$ cat src/rtl/lrtd_pkg.sv
// Shared types and constants for the lens distortion pipeline.
package lrtd_pkg;

  localparam int NORM_W     = 27;
  localparam int Q_BITS     = 26;
  localparam int DIV_STEPS  = 2;
  localparam int DIV_STAGES = Q_BITS / DIV_STEPS;
  localparam int SCALE_W    = 36;
  localparam int DR_W       = 51;

  localparam logic signed [NORM_W-1:0]  NORM_MAX  = 27'sd67108863;
  localparam logic signed [SCALE_W-1:0] SCALE_MAX = 36'sd34359738367;
  localparam logic signed [DR_W-1:0]    ONE_Q28   = 51'sd268435456;

  typedef struct packed {
    logic valid;
    logic clip;
  } flag_t;

  typedef enum logic [2:0] {
    REG_FOCAL_X   = 3'd0,
    REG_FOCAL_Y   = 3'd1,
    REG_PRINCIPAL = 3'd2,
    REG_K1        = 3'd3,
    REG_K2        = 3'd4,
    REG_K3        = 3'd5,
    REG_P1        = 3'd6,
    REG_P2        = 3'd7
  } cfg_reg_t;

endpackage

$ cat src/rtl/lrtd_norm.sv
// Normalization of one axis: offset, overflow check and pipelined restoring divider.
module lrtd_norm import lrtd_pkg::*; #(
  parameter int COORD_WIDTH = 24
) (
  input  logic                          clk,
  input  logic                          rst_n,
  input  logic                          adv,
  input  logic                          vld_in,
  input  logic signed [COORD_WIDTH-1:0] coord_in,
  input  logic signed [31:0]            center,
  input  logic [31:0]                   focal,
  output logic signed [NORM_W-1:0]      coord_o,
  output flag_t                         flag_o
);

  logic signed [33:0] d_r;
  logic               v1_r;
  logic [31:0]        rem0_r;
  logic               neg0_r, sat0_r, zero0_r, v2_r;

  logic [31:0]       rem_r  [DIV_STAGES];
  logic [Q_BITS-1:0] q_r    [DIV_STAGES];
  logic              neg_r  [DIV_STAGES];
  logic              sat_r  [DIV_STAGES];
  logic              zero_r [DIV_STAGES];
  logic              vld_r  [DIV_STAGES];

  logic [31:0]       rem_src  [DIV_STAGES];
  logic [Q_BITS-1:0] q_src    [DIV_STAGES];
  logic [31:0]       rem_nxt  [DIV_STAGES];
  logic [Q_BITS-1:0] q_nxt    [DIV_STAGES];

  logic signed [33:0]        d_nxt;
  logic [33:0]               m_w;
  logic                      ovf_w;
  logic signed [NORM_W-1:0]  x_nxt;
  logic signed [NORM_W-1:0]  x_r;
  flag_t                     flag_r;

  assign d_nxt = {{(34-COORD_WIDTH){coord_in[COORD_WIDTH-1]}}, coord_in}
               - {{2{center[31]}}, center};
  assign m_w   = d_r[33] ? 34'(-d_r) : 34'(d_r);
  assign ovf_w = {m_w, 6'b0} >= {8'b0, focal};

  always_ff @(posedge clk) begin
    if (!rst_n) begin
      v1_r <= 1'b0;
      v2_r <= 1'b0;
    end else if (adv) begin
      v1_r <= vld_in;
      v2_r <= v1_r;
    end
  end

  always_ff @(posedge clk) begin
    if (adv) begin
      d_r     <= d_nxt;
      rem0_r  <= {m_w[25:0], 6'b0};
      neg0_r  <= d_r[33];
      sat0_r  <= ovf_w;
      zero0_r <= (focal == 32'd0);
    end
  end

  always_comb begin
    rem_src[0] = rem0_r;
    q_src[0]   = '0;
    for (int s = 1; s < DIV_STAGES; s++) begin
      rem_src[s] = rem_r[s-1];
      q_src[s]   = q_r[s-1];
    end
  end

  always_comb begin
    logic [32:0] sh;
    sh = '0;
    for (int s = 0; s < DIV_STAGES; s++) begin
      rem_nxt[s] = rem_src[s];
      q_nxt[s]   = q_src[s];
      for (int i = 0; i < DIV_STEPS; i++) begin
        sh = {rem_nxt[s], 1'b0};
        if (sh >= {1'b0, focal}) begin
          rem_nxt[s] = 32'(sh - {1'b0, focal});
          q_nxt[s]   = {q_nxt[s][Q_BITS-2:0], 1'b1};
        end else begin
          rem_nxt[s] = sh[31:0];
          q_nxt[s]   = {q_nxt[s][Q_BITS-2:0], 1'b0};
        end
      end
    end
  end

  always_ff @(posedge clk) begin
    if (!rst_n) begin
      for (int s = 0; s < DIV_STAGES; s++) vld_r[s] <= 1'b0;
    end else if (adv) begin
      vld_r[0] <= v2_r;
      for (int s = 1; s < DIV_STAGES; s++) vld_r[s] <= vld_r[s-1];
    end
  end

  always_ff @(posedge clk) begin
    if (adv) begin
      for (int s = 0; s < DIV_STAGES; s++) begin
        rem_r[s] <= rem_nxt[s];
        q_r[s]   <= q_nxt[s];
      end
      neg_r[0]  <= neg0_r;
      sat_r[0]  <= sat0_r;
      zero_r[0] <= zero0_r;
      for (int s = 1; s < DIV_STAGES; s++) begin
        neg_r[s]  <= neg_r[s-1];
        sat_r[s]  <= sat_r[s-1];
        zero_r[s] <= zero_r[s-1];
      end
    end
  end

  always_comb begin
    if (zero_r[DIV_STAGES-1]) begin
      x_nxt = '0;
    end else if (sat_r[DIV_STAGES-1]) begin
      x_nxt = neg_r[DIV_STAGES-1] ? -NORM_MAX : NORM_MAX;
    end else if (neg_r[DIV_STAGES-1]) begin
      x_nxt = -$signed({1'b0, q_r[DIV_STAGES-1]});
    end else begin
      x_nxt = $signed({1'b0, q_r[DIV_STAGES-1]});
    end
  end

  always_ff @(posedge clk) begin
    if (!rst_n) begin
      flag_r.valid <= 1'b0;
    end else if (adv) begin
      flag_r.valid <= vld_r[DIV_STAGES-1];
    end
  end

  always_ff @(posedge clk) begin
    if (adv) begin
      x_r         <= x_nxt;
      flag_r.clip <= sat_r[DIV_STAGES-1] && !zero_r[DIV_STAGES-1];
    end
  end

  assign coord_o = x_r;
  assign flag_o  = flag_r;

endmodule

$ cat config.mk
export PLATFORM = sky130hd
export DESIGN_NAME = lrtd_norm
export DESIGN_NICKNAME = d
export VERILOG_FILES = /design/src/rtl/lrtd_pkg.sv /design/src/rtl/lrtd_norm.sv
export SDC_FILE = /design/constraint.sdc
export NUM_CORES = 2
export LEC_CHECK = 0
export ABC_CLOCK_PERIOD_IN_PS = 9000
export BUFFER_PORTS_ARGS = -buffer_cell sky130_fd_sc_hd__buf_2
export CORE_MARGIN = 4
export CORE_UTILIZATION = 34
export DETAILED_ROUTE_END_ITERATION = 7
export PLACE_DENSITY = 0.5
export SLEW_MARGIN = 30
export SYNTH_ARGS = -nofsm -noshare
export SYNTH_HDL_FRONTEND = slang
export SYNTH_SLANG_ARGS = --single-unit
$ cat constraint.sdc
create_clock -name clk -period 9 [get_ports clk]
set_input_delay 1.35 -clock clk [delete_from_list [all_inputs] [get_ports clk]]
set_output_delay 1.35 -clock clk [all_outputs]
set_load 0.05 [all_outputs]
; Yosys cells after proc, flatten, opt, wreduce, memory -nomap -nowiden
; Memories as Yosys holds them, arrays and structs flattened. A register that Yosys moved wholly into a read port is not among the register bits.
; Cells that the tools add are included.
[totals]
ff_bits = 93
inputBits = 92
n_memories = 6
mem_bits_rw = 806
[mem_list]
columns = name, depth, width, rd, rd_clocked_by_memory_dff, write_ports, line_no
row1 = rem_r, 13, 32, 12, 0, 13, lrtd_norm.sv:21  ; logic [31:0] rem_r [DIV_STAGES];
row2 = q_r, 13, 26, 13, 0, 13, lrtd_norm.sv:22  ; logic [Q_BITS-1:0] q_r [DIV_STAGES];
row3 = neg_r, 13, 1, 13, 0, 13, lrtd_norm.sv:23  ; logic neg_r [DIV_STAGES];
row4 = sat_r, 13, 1, 13, 0, 13, lrtd_norm.sv:24  ; logic sat_r [DIV_STAGES];
row5 = vld_r, 13, 1, 13, 1, 13, lrtd_norm.sv:26  ; logic vld_r [DIV_STAGES];
row6 = zero_r, 13, 1, 13, 0, 13, lrtd_norm.sv:25  ; logic zero_r [DIV_STAGES];
[classes]
n_lt_le_gt_ge = 27
addsub = 29
n_mux = 74
n_reduce_logical = 4
n_bitwise = 13
[op_table]
columns = operator, count
row1 = >= comparator 33 x 32 -> 1 bit, 26
row2 = two-way mux 32 bit, 26
row3 = subtractor 32 bit, 26
row4 = two-way mux 27 bit, 3
row5 = two-way mux 1 bit, 44
row6 = >= comparator 40 x 32 -> 1 bit, 1
row7 = two-way mux 34 bit, 1
row8 = negation 34 bit, 1
row9 = subtractor 24 x 32 -> 33 bit, 1
row10 = zero test 32 bit, 1
row11 = negation 26 -> 27 bit, 1
row12 = bitwise OR 1 bit, 13
row13 = zero test 1 bit, 2
row14 = logical AND 1 bit, 1

; Longest topological paths before layout
; An unclocked memory read counts as a cell.
[logic_depth]
ltp_word = 5
ltp_mapped = 31
mapped_depth_nobuf = 28

; Worst setup path before layout
; No wires, ideal clock.
[synth_timing]
kind = input to register
start = input port focal[0]
end = memory rem_r[5][30], in the netlist rem_r[1][62] (data pin)
setup_ns = 0.262
cell_stages = 25
setup_slack_ns = 0.806
n_path_buf = 4
required_time_ns = 8.738
arrival_ns = 7.931
path_cell_list = clkbuf_2 > buf_2 > clkinv_1 > clkbuf_1 > ha_1 > nand4_1 > nor3_1 > and3_1 > o21ai_0 > a22oi_1 > clkbuf_1 > mux2_2 > ha_1 > o21a_1 > o21ai_0 > nand2b_1 > a31oi_1 > nor2_1 > o31a_1 > o41a_1 > a31o_2 > o41ai_1 > nor3_1 > a311oi_1 > a21oi_1
[synth_lines]
columns = element, line_no
row1 = "start, declared", lrtd_norm.sv:11  ; input logic [31:0] focal,
row2 = "end, declared", lrtd_norm.sv:21

==> metrics.txt <==
# TYPE chip_impl_metric gauge
chip_impl_metric{name="core",unit="mm^2"} 0.208
chip_impl_metric{name="die-width",unit="um"} 466
chip_impl_metric{name="first_global_vias",unit=""} 58300
chip_impl_metric{name="post_cts.repair.setup_buffers",unit=""} 0
chip_impl_info{name="outcome",value="finished, final reports clean"} 1
chip_impl_metric{name="final_net_count",unit=""} 9026
chip_impl_metric{name="cts_repair_resize_count",unit=""} 0
chip_impl_metric{name="tightest_slew",unit="ps"} 1070
chip_impl_metric{name="drt_first_pass_iters",unit=""} 8
chip_impl_metric{name="regArea",unit="mm^2"} 0.0212
chip_impl_info{name="min_path_type",value="reg2reg"} 1
chip_impl_metric{name="ys_seq_area_share",unit="%"} 29.8
chip_impl_metric{name="vias",unit=""} 60800
chip_impl_metric{name="synth_enable_flop_cells",unit=""} 699
chip_impl_metric{name="cts-buffers-inserted",unit=""} 94
chip_impl_info{name="critical_path.slowest_cell",value="a221oi_1"} 1
chip_impl_metric{name="timing.final.max_slew_violations",unit=""} 0
chip_impl_metric{name="syn-instance-count",unit=""} 7781
chip_impl_metric{name="remaining_drc_errors",unit=""} 0
chip_impl_metric{name="routed_wl",unit="mm"} 236
chip_impl_metric{name="grt_overflow",unit=""} 0
chip_impl_metric{name="fmaxAchievable",unit="MHz"} 122
chip_impl_info{name="crit_end_element",value="flip-flop"} 1
chip_impl_metric{name="grt_first_pass_wirelength",unit="mm"} 355
chip_impl_info{name="setup.worst_path.class",value="in2reg"} 1
chip_impl_metric{name="timing.critical_path.required",unit="ps"} 9470
chip_impl_metric{name="hold_violations",unit=""} 0
chip_impl_info{name="critical_path.startpoint_type",value="input pin"} 1
chip_impl_info{name="layout.cells.most_common_list",value="873 x ha_1, 764 x a21oi_1, 699 x edfxtp_1"} 1
chip_impl_metric{name="post_route_cells_drive_above_1_share",unit="%"} 12.5
chip_impl_metric{name="grt_max_degree",unit=""} 144
chip_impl_metric{name="max-cap-violations",unit=""} 0
chip_impl_metric{name="syn-mean-instance-area",unit="um^2"} 9.17
chip_impl_metric{name="synth-warning-count",unit=""} 0
chip_impl_info{name="yosysTopAreaCell",value="edfxtp_1"} 1
chip_impl_metric{name="postSynthRegisterBits",unit=""} 711
chip_impl_metric{name="layout-area-overhead-vs-synth",unit="%"} 12.4
chip_impl_metric{name="place.gp.congestion",unit=""} 0.916
chip_impl_metric{name="cts.htree.levels",unit=""} 3
chip_impl_metric{name="grt_antenna_before_repair",unit=""} 21
chip_impl_metric{name="worst_clock_skew",unit="ps"} 34.5
chip_impl_info{name="critPathTopFamily",value="compound AO/OA/AOI/OAI gates"} 1
chip_impl_metric{name="syn_area",unit="mm^2"} 0.0714
chip_impl_metric{name="fin_util",unit="%"} 38.6
chip_impl_metric{name="critical_path.n_buffers_inverters",unit=""} 5
chip_impl_metric{name="timing.setup.tns",unit="ps"} 0
chip_impl_info{name="post_synth_main_area_contributors",value="edfxtp_1 29%, ha_1 15%, xnor2_1 6.6%"} 1
chip_impl_metric{name="hpwlAfterDp",unit="mm"} 183
chip_impl_metric{name="final.min_clock_period",unit="ps"} 8180
chip_impl_metric{name="cts-hold-fix-buffers",unit=""} 0
chip_impl_metric{name="route.layer.met1.wl",unit="mm"} 112
chip_impl_metric{name="report.final.setup_viol",unit=""} 0
chip_impl_metric{name="slowest_delay",unit="ps"} 670
chip_impl_metric{name="clk_latency",unit="ps"} 750
chip_impl_metric{name="post_layout_nonfiller_instances",unit=""} 10900
chip_impl_metric{name="floorplan.initialDensity",unit="%"} 34.3
chip_impl_metric{name="count_of_clock_tree_sinks",unit=""} 711
chip_impl_metric{name="postRouteAntennaNets",unit=""} 0
chip_impl_metric{name="synth_fp_nets",unit=""} 8760
chip_impl_metric{name="max-slew-margin-rel",unit="%"} 28.8
chip_impl_metric{name="die_height",unit="um"} 466
chip_impl_metric{name="number_of_buffers_between_clock_root_and_the_deepest_sink",unit=""} 3
chip_impl_metric{name="fin_crit_sh",unit="%"} 90.9
chip_impl_metric{name="multi_input_comb_area",unit="mm^2"} 0.0485
chip_impl_metric{name="wl_met3",unit="mm"} 11.8
chip_impl_metric{name="final.fill_count",unit=""} 20900
chip_impl_info{name="synth_top_flop_cell",value="edfxtp_1"} 1
chip_impl_metric{name="drt_first_iter_violations",unit=""} 4576
chip_impl_metric{name="input_output_buffers",unit=""} 120
chip_impl_info{name="clock_tree_from_tritoncts",value="yes"} 1
chip_impl_metric{name="clkTransAtPathRegs",unit="ps"} 60
chip_impl_metric{name="grt_use_total",unit="%"} 21.0
chip_impl_info{name="top_layer_used",value="met5"} 1
chip_impl_metric{name="route.detailed.wl_per_inst",unit="um"} 21.6
chip_impl_metric{name="die_area",unit="mm^2"} 0.217
chip_impl_metric{name="io-pin-count",unit=""} 121
chip_impl_metric{name="arrival",unit="ps"} 8650
chip_impl_metric{name="count_of_unique_library_cells_instantiated_by_yosys",unit=""} 93
chip_impl_metric{name="met2_wirelength",unit="mm"} 105
chip_impl_metric{name="critPathMaxFanout",unit=""} 18
chip_impl_metric{name="synth_top_cell_area_share",unit="%"} 29.4
chip_impl_metric{name="placementRows",unit=""} 167
chip_impl_info{name="root_buffer",value="clkbuf_16"} 1
chip_impl_metric{name="placedCellCount",unit=""} 10700
chip_impl_info{name="mostFrequentLayoutCell",value="ha_1"} 1
chip_impl_metric{name="detail_route.vias_per_cell",unit=""} 5.57
chip_impl_metric{name="synthArstFlopShare",unit="%"} 0
chip_impl_info{name="rsz0062_at_grt",value="false"} 1
-- flip-flops by register name, summed over array words and instances, names as in the netlist, 2 cells and up --
signal and cells:
rem_r 384, q_r 182, d_r 33, coord_o 27
rem0_r 26, neg_r 13, sat_r 13, vld_r 13
zero_r 13, flag_o 2
-- synthesized netlist by cell type (all sizes together) (15+ instances only) --
cell / count
xnor2: 535
nor2: 572
o31ai: 52
o41ai: 21
nand2b: 112
nor3: 140
a21o: 438
a211o: 17
inv: 288
a21boi: 36
buf: 53
and3: 73
nand2: 565
a311oi: 19
and2: 48
nand4: 111
edfxtp: 699
o21ai: 542
mux2: 415
a211oi: 77
or2: 29
mux2i: 33
o221ai: 16
a31oi: 77
a31o: 23
o211ai: 38
a221o: 16
ha: 874
or3: 22
nand3: 131
xor2: 222
o21bai: 115
nor2b: 117
clkbuf: 108
a21oi: 766
o22a: 15
nor4: 36
o21a: 102
-- stage by stage --
step           worst slack [ps]  hold slack [ps]  cell area, um^2
2_1_floorplan               806              400            71400
3_3_place_gp                156              401            77000
3_5_place_dp                199              405            77000
4_1_cts                     968              395            80200
5_1_grt                     449              413            80200
6_report                    819              396            80200
-- logic make-up after synthesis --
kind of cell             after synthesis  synth area share [%]
adder cells (fa/ha/maj)              887                  15.7
XOR/XNOR                             757                  9.29
buffers and inverters                453                  2.48
flip-flops                           711                  29.8
AND/OR/NAND/NOR                     2013                  13.4
AO/OA/AOI/OAI                       2512                  22.4
multiplexers                         448                  7.01
-- routing by layer --
metal  up-vias  track usage, %
li1      29900               -
met1     29200            29.7
met2      1477            33.7
met3       293            2.47
met4         8            5.84
met5         -               0
-- area by class of cell --
cell class / count / area share [%]
clock buffers: 108 / 3.00
well taps: 2788 / 4.35
clock inverters: 66 / 0.967
inverters: 292 / 1.37
repair buffers: 331 / 3.37
diodes: 6 / 0.0187
multi-input cells: 6617 / 60.5
flip-flops and latches: 711 / 26.5
-- path summary, 6_finish.rpt --
path	start	slack [ps]	cells after the start	end
max	focal[7]	820	26	rem_r[0][5]
min	sat_r[0][2]	400	0	sat_r[0][3]
max reg2reg	rem0_r[7]	1720	24	rem_r[0][5]
min reg2reg	sat_r[0][2]	400	0	sat_r[0][3]
Power is not shown: default switching activity piles up to over one toggle a cycle in this logic, so the estimate is an artifact.
